[src/hdl/slu8_pkg.sv]
`default_nettype none

package slu8_pkg;

   typedef struct packed {
      logic [7:0] in_byte;
      logic       in_last;
   } req_type;

   typedef struct packed {
      logic       out_kind;
      logic [7:0] out_byte;
      logic [3:0] status;
      logic       out_last;
   } rsp_type;

   // one accepted byte's worth of work for the output side
   typedef struct packed {
      logic [2:0]      data_count;
      logic [3:0][7:0] data_bytes;
      logic            has_status;
      logic [3:0]      status;
   } cmd_type;

   localparam logic KIND_DATA   = 1'b0;
   localparam logic KIND_STATUS = 1'b1;

   localparam logic [3:0] STATUS_OK       = 4'd0;
   localparam logic [3:0] STATUS_TOKEN    = 4'd1;
   localparam logic [3:0] STATUS_DANGLING = 4'd2;
   localparam logic [3:0] STATUS_BRACE    = 4'd3;
   localparam logic [3:0] STATUS_UNTERM   = 4'd4;
   localparam logic [3:0] STATUS_NONHEX   = 4'd5;
   localparam logic [3:0] STATUS_DIGITS   = 4'd6;
   localparam logic [3:0] STATUS_EMPTY    = 4'd7;
   localparam logic [3:0] STATUS_RANGE    = 4'd8;
   localparam logic [3:0] STATUS_SURR     = 4'd9;
   localparam logic [3:0] STATUS_ESCAPE   = 4'd10;

endpackage

`default_nettype wire

[src/hdl/slu8_queue.sv]
`default_nettype none

module slu8_queue
   import slu8_pkg::*;
#(
   parameter int DEPTH = 4
) (
   input  wire logic    clock,
   input  wire logic    reset,
   input  wire logic    push,
   input  wire cmd_type push_cmd,
   output logic         full,
   input  wire logic    pop,
   output cmd_type      head_cmd,
   output logic         empty
);

   localparam int IDX_W = (DEPTH > 1) ? $clog2(DEPTH) : 1;
   localparam int CNT_W = $clog2(DEPTH + 1);

   cmd_type            entry_ff [DEPTH];
   logic [IDX_W-1:0]   wr_ptr_ff, wr_ptr_in;
   logic [IDX_W-1:0]   rd_ptr_ff, rd_ptr_in;
   logic [CNT_W-1:0]   count_ff, count_in;

   assign full     = (count_ff == CNT_W'(DEPTH));
   assign empty    = (count_ff == '0);
   assign head_cmd = entry_ff[rd_ptr_ff];

   always_comb begin
      wr_ptr_in = wr_ptr_ff;
      rd_ptr_in = rd_ptr_ff;
      count_in  = count_ff;
      if (push) begin
         wr_ptr_in = (wr_ptr_ff == IDX_W'(DEPTH - 1)) ? '0 : wr_ptr_ff + 1'b1;
      end
      if (pop) begin
         rd_ptr_in = (rd_ptr_ff == IDX_W'(DEPTH - 1)) ? '0 : rd_ptr_ff + 1'b1;
      end
      if (push && !pop) begin
         count_in = count_ff + 1'b1;
      end else if (pop && !push) begin
         count_in = count_ff - 1'b1;
      end
   end

   always_ff @(posedge clock) begin
      if (push) begin
         entry_ff[wr_ptr_ff] <= push_cmd;
      end
      if (reset) begin
         wr_ptr_ff <= '0;
         rd_ptr_ff <= '0;
         count_ff  <= '0;
      end else begin
         wr_ptr_ff <= wr_ptr_in;
         rd_ptr_ff <= rd_ptr_in;
         count_ff  <= count_in;
      end
   end

endmodule

`default_nettype wire

[src/hdl/slu8_front.sv]
`default_nettype none

module slu8_front
   import slu8_pkg::*;
(
   input  wire logic    clock,
   input  wire logic    reset,
   input  wire logic    req_valid,
   output logic         req_stall,
   input  wire req_type req_data,
   output logic         push,
   output cmd_type      push_cmd,
   input  wire logic    q_full
);

   localparam logic [1:0] PHASE_IDLE  = 2'd0;
   localparam logic [1:0] PHASE_ESC   = 2'd1;
   localparam logic [1:0] PHASE_U     = 2'd2;
   localparam logic [1:0] PHASE_BRACE = 2'd3;

   localparam logic [7:0] CHAR_QUOTE  = 8'h22;
   localparam logic [7:0] CHAR_BSLASH = 8'h5C;
   localparam logic [7:0] CHAR_CR     = 8'h0D;
   localparam logic [7:0] CHAR_N      = 8'h6E;
   localparam logic [7:0] CHAR_R      = 8'h72;
   localparam logic [7:0] CHAR_T      = 8'h74;
   localparam logic [7:0] CHAR_ZERO   = 8'h30;
   localparam logic [7:0] CHAR_B      = 8'h62;
   localparam logic [7:0] CHAR_F      = 8'h66;
   localparam logic [7:0] CHAR_U      = 8'h75;
   localparam logic [7:0] CHAR_LBRACE = 8'h7B;
   localparam logic [7:0] CHAR_RBRACE = 8'h7D;

   logic [7:0]  held_ff, held_in;
   logic        held_valid_ff, held_valid_in;
   logic [1:0]  seen_ff, seen_in;
   logic [1:0]  phase_ff, phase_in;
   logic [23:0] cp_ff, cp_in;
   logic [2:0]  digits_ff, digits_in;
   logic [3:0]  err_ff, err_in;

   logic            accept;
   logic            first;
   logic            is_last;
   logic            feed_en;
   logic            bad_form;
   logic [3:0]      end_err;
   logic            has_status;
   logic [3:0]      status;

   logic            hex_ok;
   logic [3:0]      hex_val;
   logic [2:0]      enc_count;
   logic [3:0][7:0] enc_bytes;

   logic [2:0]      f_count;
   logic [3:0][7:0] f_bytes;
   logic [1:0]      f_phase;
   logic [23:0]     f_cp;
   logic [2:0]      f_digits;
   logic [3:0]      f_err;

   assign req_stall = q_full;
   assign accept    = req_valid && !req_stall;
   assign first     = (seen_ff == 2'd0);
   assign is_last   = req_data.in_last;
   assign feed_en   = !first && held_valid_ff && !(is_last && req_data.in_byte == CHAR_CR);

   always_comb begin
      hex_ok  = 1'b1;
      hex_val = held_ff[3:0];
      if (held_ff >= 8'h30 && held_ff <= 8'h39) begin
         hex_val = held_ff[3:0];
      end else if ((held_ff >= 8'h61 && held_ff <= 8'h66) ||
                   (held_ff >= 8'h41 && held_ff <= 8'h46)) begin
         hex_val = held_ff[3:0] + 4'd9;
      end else begin
         hex_ok = 1'b0;
      end
   end

   always_comb begin
      enc_bytes = '0;
      if (cp_ff <= 24'h00007F) begin
         enc_count    = 3'd1;
         enc_bytes[0] = cp_ff[7:0];
      end else if (cp_ff <= 24'h0007FF) begin
         enc_count    = 3'd2;
         enc_bytes[0] = {3'b110, cp_ff[10:6]};
         enc_bytes[1] = {2'b10, cp_ff[5:0]};
      end else if (cp_ff <= 24'h00FFFF) begin
         enc_count    = 3'd3;
         enc_bytes[0] = {4'b1110, cp_ff[15:12]};
         enc_bytes[1] = {2'b10, cp_ff[11:6]};
         enc_bytes[2] = {2'b10, cp_ff[5:0]};
      end else begin
         enc_count    = 3'd4;
         enc_bytes[0] = {5'b11110, cp_ff[20:18]};
         enc_bytes[1] = {2'b10, cp_ff[17:12]};
         enc_bytes[2] = {2'b10, cp_ff[11:6]};
         enc_bytes[3] = {2'b10, cp_ff[5:0]};
      end
   end

   // content decode of the held byte
   always_comb begin
      f_count  = 3'd0;
      f_bytes  = '0;
      f_phase  = phase_ff;
      f_cp     = cp_ff;
      f_digits = digits_ff;
      f_err    = err_ff;
      if (feed_en && err_ff == STATUS_OK) begin
         case (phase_ff)
            PHASE_IDLE: begin
               if (held_ff == CHAR_BSLASH) begin
                  f_phase = PHASE_ESC;
               end else begin
                  f_count    = 3'd1;
                  f_bytes[0] = held_ff;
               end
            end
            PHASE_ESC: begin
               f_phase = PHASE_IDLE;
               f_count = 3'd1;
               case (held_ff)
                  CHAR_QUOTE:  f_bytes[0] = 8'h22;
                  CHAR_BSLASH: f_bytes[0] = 8'h5C;
                  CHAR_N:      f_bytes[0] = 8'h0A;
                  CHAR_R:      f_bytes[0] = 8'h0D;
                  CHAR_T:      f_bytes[0] = 8'h09;
                  CHAR_ZERO:   f_bytes[0] = 8'h00;
                  CHAR_B:      f_bytes[0] = 8'h08;
                  CHAR_F:      f_bytes[0] = 8'h0C;
                  CHAR_U: begin
                     f_count = 3'd0;
                     f_phase = PHASE_U;
                  end
                  default: begin
                     f_count = 3'd0;
                     f_err   = STATUS_ESCAPE;
                  end
               endcase
            end
            PHASE_U: begin
               if (held_ff == CHAR_LBRACE) begin
                  f_phase  = PHASE_BRACE;
                  f_cp     = '0;
                  f_digits = '0;
               end else begin
                  f_err = STATUS_BRACE;
               end
            end
            default: begin
               if (held_ff == CHAR_RBRACE) begin
                  f_phase = PHASE_IDLE;
                  if (digits_ff == 3'd0) begin
                     f_err = STATUS_EMPTY;
                  end else if (cp_ff > 24'h10FFFF) begin
                     f_err = STATUS_RANGE;
                  end else if (cp_ff >= 24'h00D800 && cp_ff <= 24'h00DFFF) begin
                     f_err = STATUS_SURR;
                  end else begin
                     f_count = enc_count;
                     f_bytes = enc_bytes;
                  end
               end else if (!hex_ok) begin
                  f_err = STATUS_NONHEX;
               end else if (digits_ff >= 3'd6) begin
                  f_err = STATUS_DIGITS;
               end else begin
                  f_cp     = {cp_ff[19:0], hex_val};
                  f_digits = digits_ff + 3'd1;
               end
            end
         endcase
      end
   end

   always_comb begin
      bad_form = 1'b1;
      end_err  = f_err;
      if (req_data.in_byte == CHAR_CR) begin
         bad_form = !(seen_ff == 2'd2 && held_valid_ff && held_ff == CHAR_QUOTE);
      end else begin
         bad_form = (req_data.in_byte != CHAR_QUOTE);
      end
      if (f_err == STATUS_OK) begin
         case (f_phase)
            PHASE_ESC:   end_err = STATUS_DANGLING;
            PHASE_U:     end_err = STATUS_BRACE;
            PHASE_BRACE: end_err = STATUS_UNTERM;
            default:     end_err = STATUS_OK;
         endcase
      end
   end

   always_comb begin
      held_in       = req_data.in_byte;
      held_valid_in = 1'b1;
      seen_in       = (seen_ff == 2'd2) ? 2'd2 : seen_ff + 2'd1;
      phase_in      = f_phase;
      cp_in         = f_cp;
      digits_in     = f_digits;
      err_in        = f_err;
      has_status    = 1'b0;
      status        = STATUS_OK;
      if (first) begin
         held_in       = held_ff;
         held_valid_in = held_valid_ff;
         seen_in       = 2'd1;
         if (req_data.in_byte != CHAR_QUOTE) begin
            err_in = STATUS_TOKEN;
         end
         if (is_last) begin
            has_status = 1'b1;
            status     = STATUS_TOKEN;
         end
      end else if (is_last) begin
         has_status = 1'b1;
         status     = bad_form ? STATUS_TOKEN : end_err;
      end
      if (is_last) begin
         held_in       = '0;
         held_valid_in = 1'b0;
         seen_in       = 2'd0;
         phase_in      = PHASE_IDLE;
         cp_in         = '0;
         digits_in     = '0;
         err_in        = STATUS_OK;
      end
   end

   assign push_cmd.data_count = f_count;
   assign push_cmd.data_bytes = f_bytes;
   assign push_cmd.has_status = has_status;
   assign push_cmd.status     = status;
   assign push               = accept && (f_count != 3'd0 || has_status);

   always_ff @(posedge clock) begin
      if (reset) begin
         held_ff       <= '0;
         held_valid_ff <= 1'b0;
         seen_ff       <= 2'd0;
         phase_ff      <= PHASE_IDLE;
         cp_ff         <= '0;
         digits_ff     <= '0;
         err_ff        <= STATUS_OK;
      end else if (accept) begin
         held_ff       <= held_in;
         held_valid_ff <= held_valid_in;
         seen_ff       <= seen_in;
         phase_ff      <= phase_in;
         cp_ff         <= cp_in;
         digits_ff     <= digits_in;
         err_ff        <= err_in;
      end
   end

endmodule

`default_nettype wire

[src/hdl/slu8_back.sv]
`default_nettype none

module slu8_back
   import slu8_pkg::*;
(
   input  wire logic    clock,
   input  wire logic    reset,
   input  wire cmd_type head_cmd,
   input  wire logic    q_empty,
   output logic         pop,
   output logic         rsp_valid,
   input  wire logic    rsp_stall,
   output rsp_type      rsp_data
);

   logic       rsp_valid_ff;
   rsp_type    rsp_data_ff, rsp_data_in;
   logic [2:0] idx_ff, idx_in;
   logic [2:0] total;
   logic       load;
   logic       final_item;

   assign total      = head_cmd.data_count + {2'b00, head_cmd.has_status};
   assign load       = !q_empty && (!rsp_valid_ff || !rsp_stall);
   assign final_item = ((idx_ff + 3'd1) == total);
   assign pop        = load && final_item;
   assign idx_in     = final_item ? 3'd0 : idx_ff + 3'd1;

   always_comb begin
      if (idx_ff < head_cmd.data_count) begin
         rsp_data_in.out_kind = KIND_DATA;
         rsp_data_in.out_byte = head_cmd.data_bytes[idx_ff[1:0]];
         rsp_data_in.status   = STATUS_OK;
         rsp_data_in.out_last = 1'b0;
      end else begin
         rsp_data_in.out_kind = KIND_STATUS;
         rsp_data_in.out_byte = 8'h00;
         rsp_data_in.status   = head_cmd.status;
         rsp_data_in.out_last = 1'b1;
      end
   end

   always_ff @(posedge clock) begin
      if (load) begin
         rsp_data_ff <= rsp_data_in;
      end
      if (reset) begin
         rsp_valid_ff <= 1'b0;
         idx_ff       <= 3'd0;
      end else if (load) begin
         rsp_valid_ff <= 1'b1;
         idx_ff       <= idx_in;
      end else if (!rsp_stall) begin
         rsp_valid_ff <= 1'b0;
      end
   end

   assign rsp_valid = rsp_valid_ff;
   assign rsp_data  = rsp_data_ff;

endmodule

`default_nettype wire

[src/hdl/string_literal_unescape_utf8.sv]
`default_nettype none

// channel  | ports                          | payload
// req      | req_valid, req_stall, req_data | in_byte, in_last
// rsp      | rsp_valid, rsp_stall, rsp_data | out_kind, out_byte, status, out_last
//
// One token byte is taken per cycle while the command queue has room.
// The output stage sends one result per cycle while rsp_stall is low: a \u escape
// gives 1 to 4 results there (one per UTF-8 byte), and the end-of-token status one more.
// Synchronous active-high reset clears decoder state, queue and output valid.
// req_stall is high only while the command queue is full.

module string_literal_unescape_utf8
   import slu8_pkg::*;
#(
   parameter int QUEUE_DEPTH = 4
) (
   input  wire logic    clock,
   input  wire logic    reset,
   input  wire logic    req_valid,
   output logic         req_stall,
   input  wire req_type req_data,
   output logic         rsp_valid,
   input  wire logic    rsp_stall,
   output rsp_type      rsp_data
);

   logic    q_push;
   cmd_type q_push_cmd;
   logic    q_full;
   logic    q_pop;
   cmd_type q_head;
   logic    q_empty;

   slu8_front u_front (
      .clock     (clock),
      .reset     (reset),
      .req_valid (req_valid),
      .req_stall (req_stall),
      .req_data  (req_data),
      .push      (q_push),
      .push_cmd  (q_push_cmd),
      .q_full    (q_full)
   );

   slu8_queue #(
      .DEPTH (QUEUE_DEPTH)
   ) u_queue (
      .clock    (clock),
      .reset    (reset),
      .push     (q_push),
      .push_cmd (q_push_cmd),
      .full     (q_full),
      .pop      (q_pop),
      .head_cmd (q_head),
      .empty    (q_empty)
   );

   slu8_back u_back (
      .clock     (clock),
      .reset     (reset),
      .head_cmd  (q_head),
      .q_empty   (q_empty),
      .pop       (q_pop),
      .rsp_valid (rsp_valid),
      .rsp_stall (rsp_stall),
      .rsp_data  (rsp_data)
   );

   a_status_form: assert property (@(posedge clock) disable iff (reset)
      (rsp_valid && rsp_data.out_kind == KIND_STATUS) |->
         (rsp_data.out_last && rsp_data.out_byte == 8'h00))
      else $error("status transfer malformed");

   a_data_form: assert property (@(posedge clock) disable iff (reset)
      (rsp_valid && rsp_data.out_kind == KIND_DATA) |->
         (!rsp_data.out_last && rsp_data.status == STATUS_OK))
      else $error("data transfer malformed");

   a_push_visible: assert property (@(posedge clock) disable iff (reset)
      q_push |=> !q_empty)
      else $error("queue lost a command");

   a_reset_idle: assert property (@(posedge clock)
      reset |=> !rsp_valid)
      else $error("output valid after reset");

endmodule

`default_nettype wire

[config.mk]
export PLATFORM = sky130hd
export DESIGN_NAME = string_literal_unescape_utf8
export DESIGN_NICKNAME = d
export VERILOG_FILES = /design/src/hdl/slu8_pkg.sv /design/src/hdl/slu8_queue.sv /design/src/hdl/slu8_front.sv /design/src/hdl/slu8_back.sv /design/src/hdl/string_literal_unescape_utf8.sv
export SDC_FILE = /design/constraint.sdc
export NUM_CORES = 1
export LEC_CHECK = 0
export BUFFER_PORTS_ARGS = -buffer_cell sky130_fd_sc_hd__clkbuf_2
export CAP_MARGIN = 20
export CORE_MARGIN = 2
export CORE_UTILIZATION = 65
export CTS_CLUSTER_SIZE = 25
export DETAILED_ROUTE_END_ITERATION = 10
export PLACE_DENSITY_LB_ADDON = 0.3
export SYNTH_ARGS = -nofsm -noshare
export SYNTH_HDL_FRONTEND = slang
export SYNTH_SLANG_ARGS = --single-unit
export TNS_END_PERCENT = 5
[constraint.sdc]
create_clock -name clock -period 13 [get_ports clock]
set_clock_uncertainty 0.2 [all_clocks]
set_input_delay 0.65 -clock clock [delete_from_list [all_inputs] [get_ports clock]]
set_output_delay 0.65 -clock clock [all_outputs]
set_load 0.01 [all_outputs]
-- After elaboration in Yosys (flattened, before gate mapping)
Memory sizes are Yosys's and may differ from the RTL's. A register that Yosys moved wholly into a read port is not among the register bits.
Cells that the tools add are included.
- bits in registers: 69
- bits in latches: 0
- RAM bits: 160
- memory bits (read-only): 0
- bits of input ports: 13
- output and inout bits: 16
- memories kept: 1
- $add $sub $neg: 9
- multiply operators: 0
- div/mod/pow operators: 0
- order comparisons: 15
- equal/unequal tests: 29
- shift-type cells: 0
- multiplexer cells: 93
- bitwise logic cells: 0
- reductions and logical operators: 44
- memory list (memory ; words ; width ; rd ports ; clocked after memory_dff ; write ports ; line ; source):
    u_queue.entry_ff ; 4 ; 40 ; 1 ; 1 ; 1 ; slu8_queue.sv:21 ; cmd_type entry_ff [DEPTH];
- operators by type and width (kind ; number):
    2-to-1 mux 24 bit ; 8
    2-to-1 mux 32 bit ; 5
    == test 8 x 7 -> 1 bit (second input constant) ; 9
    2-to-1 mux 4 bit ; 18
    2-to-1 mux 3 bit ; 17
    one-hot mux 7 bit (7 select lines) ; 1
    less-or-equal comparator 24 x 16 -> 1 bit (second input constant) ; 2
    2-to-1 mux 8 bit ; 6
    one-hot mux 24 bit (2 select lines) ; 1
    2-to-1 mux 16 bit ; 2
    2-to-1 mux 2 bit ; 13
    >= comparator 24 x 16 -> 1 bit (second input constant) ; 1
    > comparator 24 x 21 -> 1 bit (second input constant) ; 1
    less-or-equal comparator 24 x 11 -> 1 bit (second input constant) ; 1
    less-or-equal comparator 24 x 7 -> 1 bit (second input constant) ; 1
    one-hot mux 8 bit (3 select lines) ; 1
    2-to-1 mux 22 bit ; 1
    one-hot mux 3 bit (3 select lines) ; 2
    binary-select mux 8 bit (select 2 bit) ; 1
    == test 8 x 6 -> 1 bit (second input constant) ; 2
    >= comparator 8 x 7 -> 1 bit (second input constant) ; 2
    less-or-equal comparator 8 x 7 -> 1 bit (second input constant) ; 2
    logical AND 1 bit ; 16
    2-to-1 mux 14 bit ; 1
    other kinds (37) ; 76

-- Logic depth before layout (Yosys ltp)
- word-level depth: 17
- mapped depth: 16

-- Modules after synthesis
Synthesis repeated with hierarchy kept, for this count alone.
- cell total of the unflattened synthesis: 769
- area total of the unflattened synthesis: 10483.8 µm²
- modules (own cells, without submodules) (module ; instances ; cells an instance ; area each (µm²) ; seq. area each (µm²)):
    slu8_queue ; 1 ; 253 ; 6257.3 ; 4984.8
    slu8_front ; 1 ; 444 ; 3243.1 ; 880.8
    slu8_back ; 1 ; 72 ; 983.4 ; 470.5

-- Least setup slack after synthesis
No wires, ideal clock.
- path type: flip-flop to flip-flop
- from: register (tool-made name)
- to: register u_queue.count_ff[2]
- setup time: 0.070 ns
- arrival: 3.794 ns
- data required time: 12.730 ns
- setup slack: 8.935 ns
- cell stages (with the launch flop): 17
- path buffers: 2
- clock period less this slack: 4.065 ns
- cell sequence: dfxtp_1 -> buf_2 -> buf_1 -> mux4_2 -> ha_1 -> ha_1 -> xnor2_1 -> xnor2_1 -> xnor2_1 -> nor2_1 -> inv_1 -> ha_1 -> inv_1 -> fa_1 -> xor2_1 -> or3_1 -> a21oi_1
- RTL lines (what ; line ; source):
    to (signal assigned) ; slu8_queue.sv:58 ; count_ff <= count_in;
    to (decl) ; slu8_queue.sv:24 ; logic [CNT_W-1:0] count_ff, count_in;

==> metrics.txt <==
NumNets Final=approximately 800; CTS H-tree lvls=1; root buffer cell=clkbuf_16; CTS tree=built; register area share after synthesis=between 60% and 70%; worst path cell trace=buf_4 > mux4_2 > ha_1 > ha_1 > xnor2_1 > xnor2_1 > xnor2_1 > nor2_1 > inv_1 > ha_1 > inv_1 > fa_1 > xor2_1 > or3_1 > a21oi_1; Top Family by Delay on Critical Path=adder cells; latest clock arrival within the worst-skew pair=500 ps; count of input and output buffers=28; # IOs=29; area leader, netlist=edfxtp_1; min Tclk post-route=4480 ps; total wire length=21.9 mm; hold_buf cts=0; DIE HEIGHT=127 um; R2R Setup Slk=approximately 8500 ps; Cell Rows=44; Core Area=0.0146 mm2; Register Area=0.00598 mm2; crit-path max FO=32; WL/cell=22.6 um; clk sinks=about 220; Leak Pwr=3.72 nW; Netlist Area Pre-Place=0.00980 mm2; pin count of the biggest net entering global routing=55; crit path buf inv count=3; Layout area overhead=10.3%; mean post-synth cell area=around 13 um2; CTS Buf Count=22; Worst Hold Class=in2reg; Final period util=about a third; max frequency=0.223 GHz; setup TNS=0 ps; max_slew headroom=30.1%; DPL Wire Length=approximately 14 mm; dominant synthesized flop cell=edfxtp_1; initial core utilization=66.9%; RSZ-0062 raised after global routing=no; Setup crit start kind=register; drc violations=0; FFs w/ async S/R, synth=0%; filler instances=927; initial antenna violation count=0; Critical Path RT=between 10000 and 15000 ps; Netlist cell types=62; synth warn=0; post-synthesis net count=783; power per cell area=166 mW/mm2; fin area=between 0.01 and 0.015 mm2; Clock Tree Buf Depth=3; top cells by area, synth=edfxtp_1 (49%), dfxtp_1 (12%), mux4_2 (10%); final hold viol count=0; Yosys reg bits=218; vias in the first global route=6264; CP arrival=4690 ps; final setup fails=0; first-pass detailed-route iteration total=5; top cells by count, synth=edfxtp_1 (161), a21oi_1 (60), nor2_1 (60); status=complete, no violations; diode count=0; slowest stage delay, CP=630 ps; PostCTS Resize Cnt=0; Slew @ Worst Pin=1050 ps; gpl congestion=0.889; Slew Limit Fails=0; GRT Overall Usage=27.9%; Final ANT Viol Nets=0; layout cells sized above 1=16.2%; count leader, synth=edfxtp_1; Worst VDD drop=0.0928 mV; via count=6400; area of the multi-input gates=approximately 0.0036 mm2; Post-synth EDFFs=161; Setup Buffers After CTS=0; clock-pin slew on the worst setup and hold paths=60 ps; Post-DP Area=0.0101 mm2; 1st-iter DRT viols=665; GRT Residual Overflow=0; MaxCap Viol Count=0; Slowest-stage cell, CP=mux4_2; first-pass GRT wire length=around 35 mm; DIE WIDTH=127 um; Via density=about 6.6; Post-Syn Instances=746; CP Capture Type=register; critical path type=reg2reg; top cell type's share of synthesized area=49.4%; Die ar.=around 0.016 mm2
per-layer routing:
metal  wire [um]  global-route usage [%]  vias up
met5           0                       0        -
met4         489                    6.85        0
met3        1550                    3.33       48
met2       11100                    48.1      294
met1        8760                    38.6     3178
li1            -                       -     2880
placed cells by master, fill, tap and decap left out, types with 4 or more instances in the layout:
master,netlist,final
nor2b_1,13,13
edfxtp_1,161,161
inv_1,17,17
buf_4,1,8
clkbuf_16,0,23
clkbuf_1,29,4
or3_1,6,6
a22oi_1,17,17
a211oi_1,7,7
nand2b_1,10,10
a21oi_1,60,58
xor2_1,4,4
ha_1,23,23
o21ai_0,11,11
dfxtp_1,57,56
nand3_1,33,33
nor3b_1,6,6
mux4_2,44,44
nand4_1,7,7
and2_1,17,17
or4_1,6,6
nor3_1,11,11
a31oi_1,6,6
nand2_1,55,55
clkbuf_2,0,28
nor2_1,60,60
xnor2_1,7,7
and3_1,6,6
mux2i_1,9,9
logic make-up (layout without fill, tap and decap cells):
family	after synthesis	count (layout)	share of synthesized area [%]
and+or+nand+nor	247	247	12.7
DFF	218	218	61.0
AOI/OAI and AO/OA	132	132	8.53
buffers and inverters	60	96	2.44
muxes	54	54	11.2
adders and majority gates	24	24	3.14
xor gates and xnor gates	11	11	0.983
worst paths after layout:
kind	from	end	cells past startpoint
min reg2reg	u_front.cp_ff[22]	u_front.cp_ff[22]	2
max reg2reg	register	u_queue.count_ff[2]	15
max	register	u_queue.count_ff[2]	15
min	rsp_stall	u_back.rsp_valid	3
per-stage QoR:
stage	setup slack, ps	total power [mW]	hold WS [ps]	cells	utilization, %
finish	8520	1.80	228	966	73.8
global route	8260	1.86	231	966	73.8
CTS	8490	1.81	217	964	73.6
detailed placement	8670	1.19	247	924	68.7
global placement	8830	1.18	236	924	68.7
floorplan	8940	1.09	227	746	-
tightest hold or removal path: cells and delay by family:
family                 cells  cell delay, ps
buffers and inverters      1              90
AO/OA/AOI/OAI              1              60
AND/OR/NAND/NOR            1              70
area by class of cell:
cell class / count / share of cell area (%)
Sequential cell: 218 / 55.3
Multi-Input combinational cell: 468 / 33.2
Clock buffer: 27 / 5.46
Timing Repair Buffer: 38 / 2.18
Tap cell: 184 / 2.13
Clock inverter: 13 / 1.10
Inverter: 18 / 0.625
registers in the layout, summed over array words and instances (netlist names), named ones only:
name and count:
u_back.idx_ff 3, u_queue.entry_ff 148, u_back.rsp_valid 1, u_queue.rd_ptr_ff 2, u_front.cp_ff 24, u_front.held_valid_ff 1
u_queue.wr_ptr_ff 2, u_front.digits_ff 3, u_queue.count_ff 3, u_front.seen_ff 2, u_front.phase_ff 2, u_back.rsp_data 13
u_front.err_ff 4, u_front.held_ff 8
power by group:
part           internal (mW)  total [mW]  switching, mW
Combinational          0.150       0.328          0.178
Clock                  0.363       0.614          0.252
Sequential             0.815       0.855         0.0402
No activity file was read; power rests on OpenSTA's default activity.
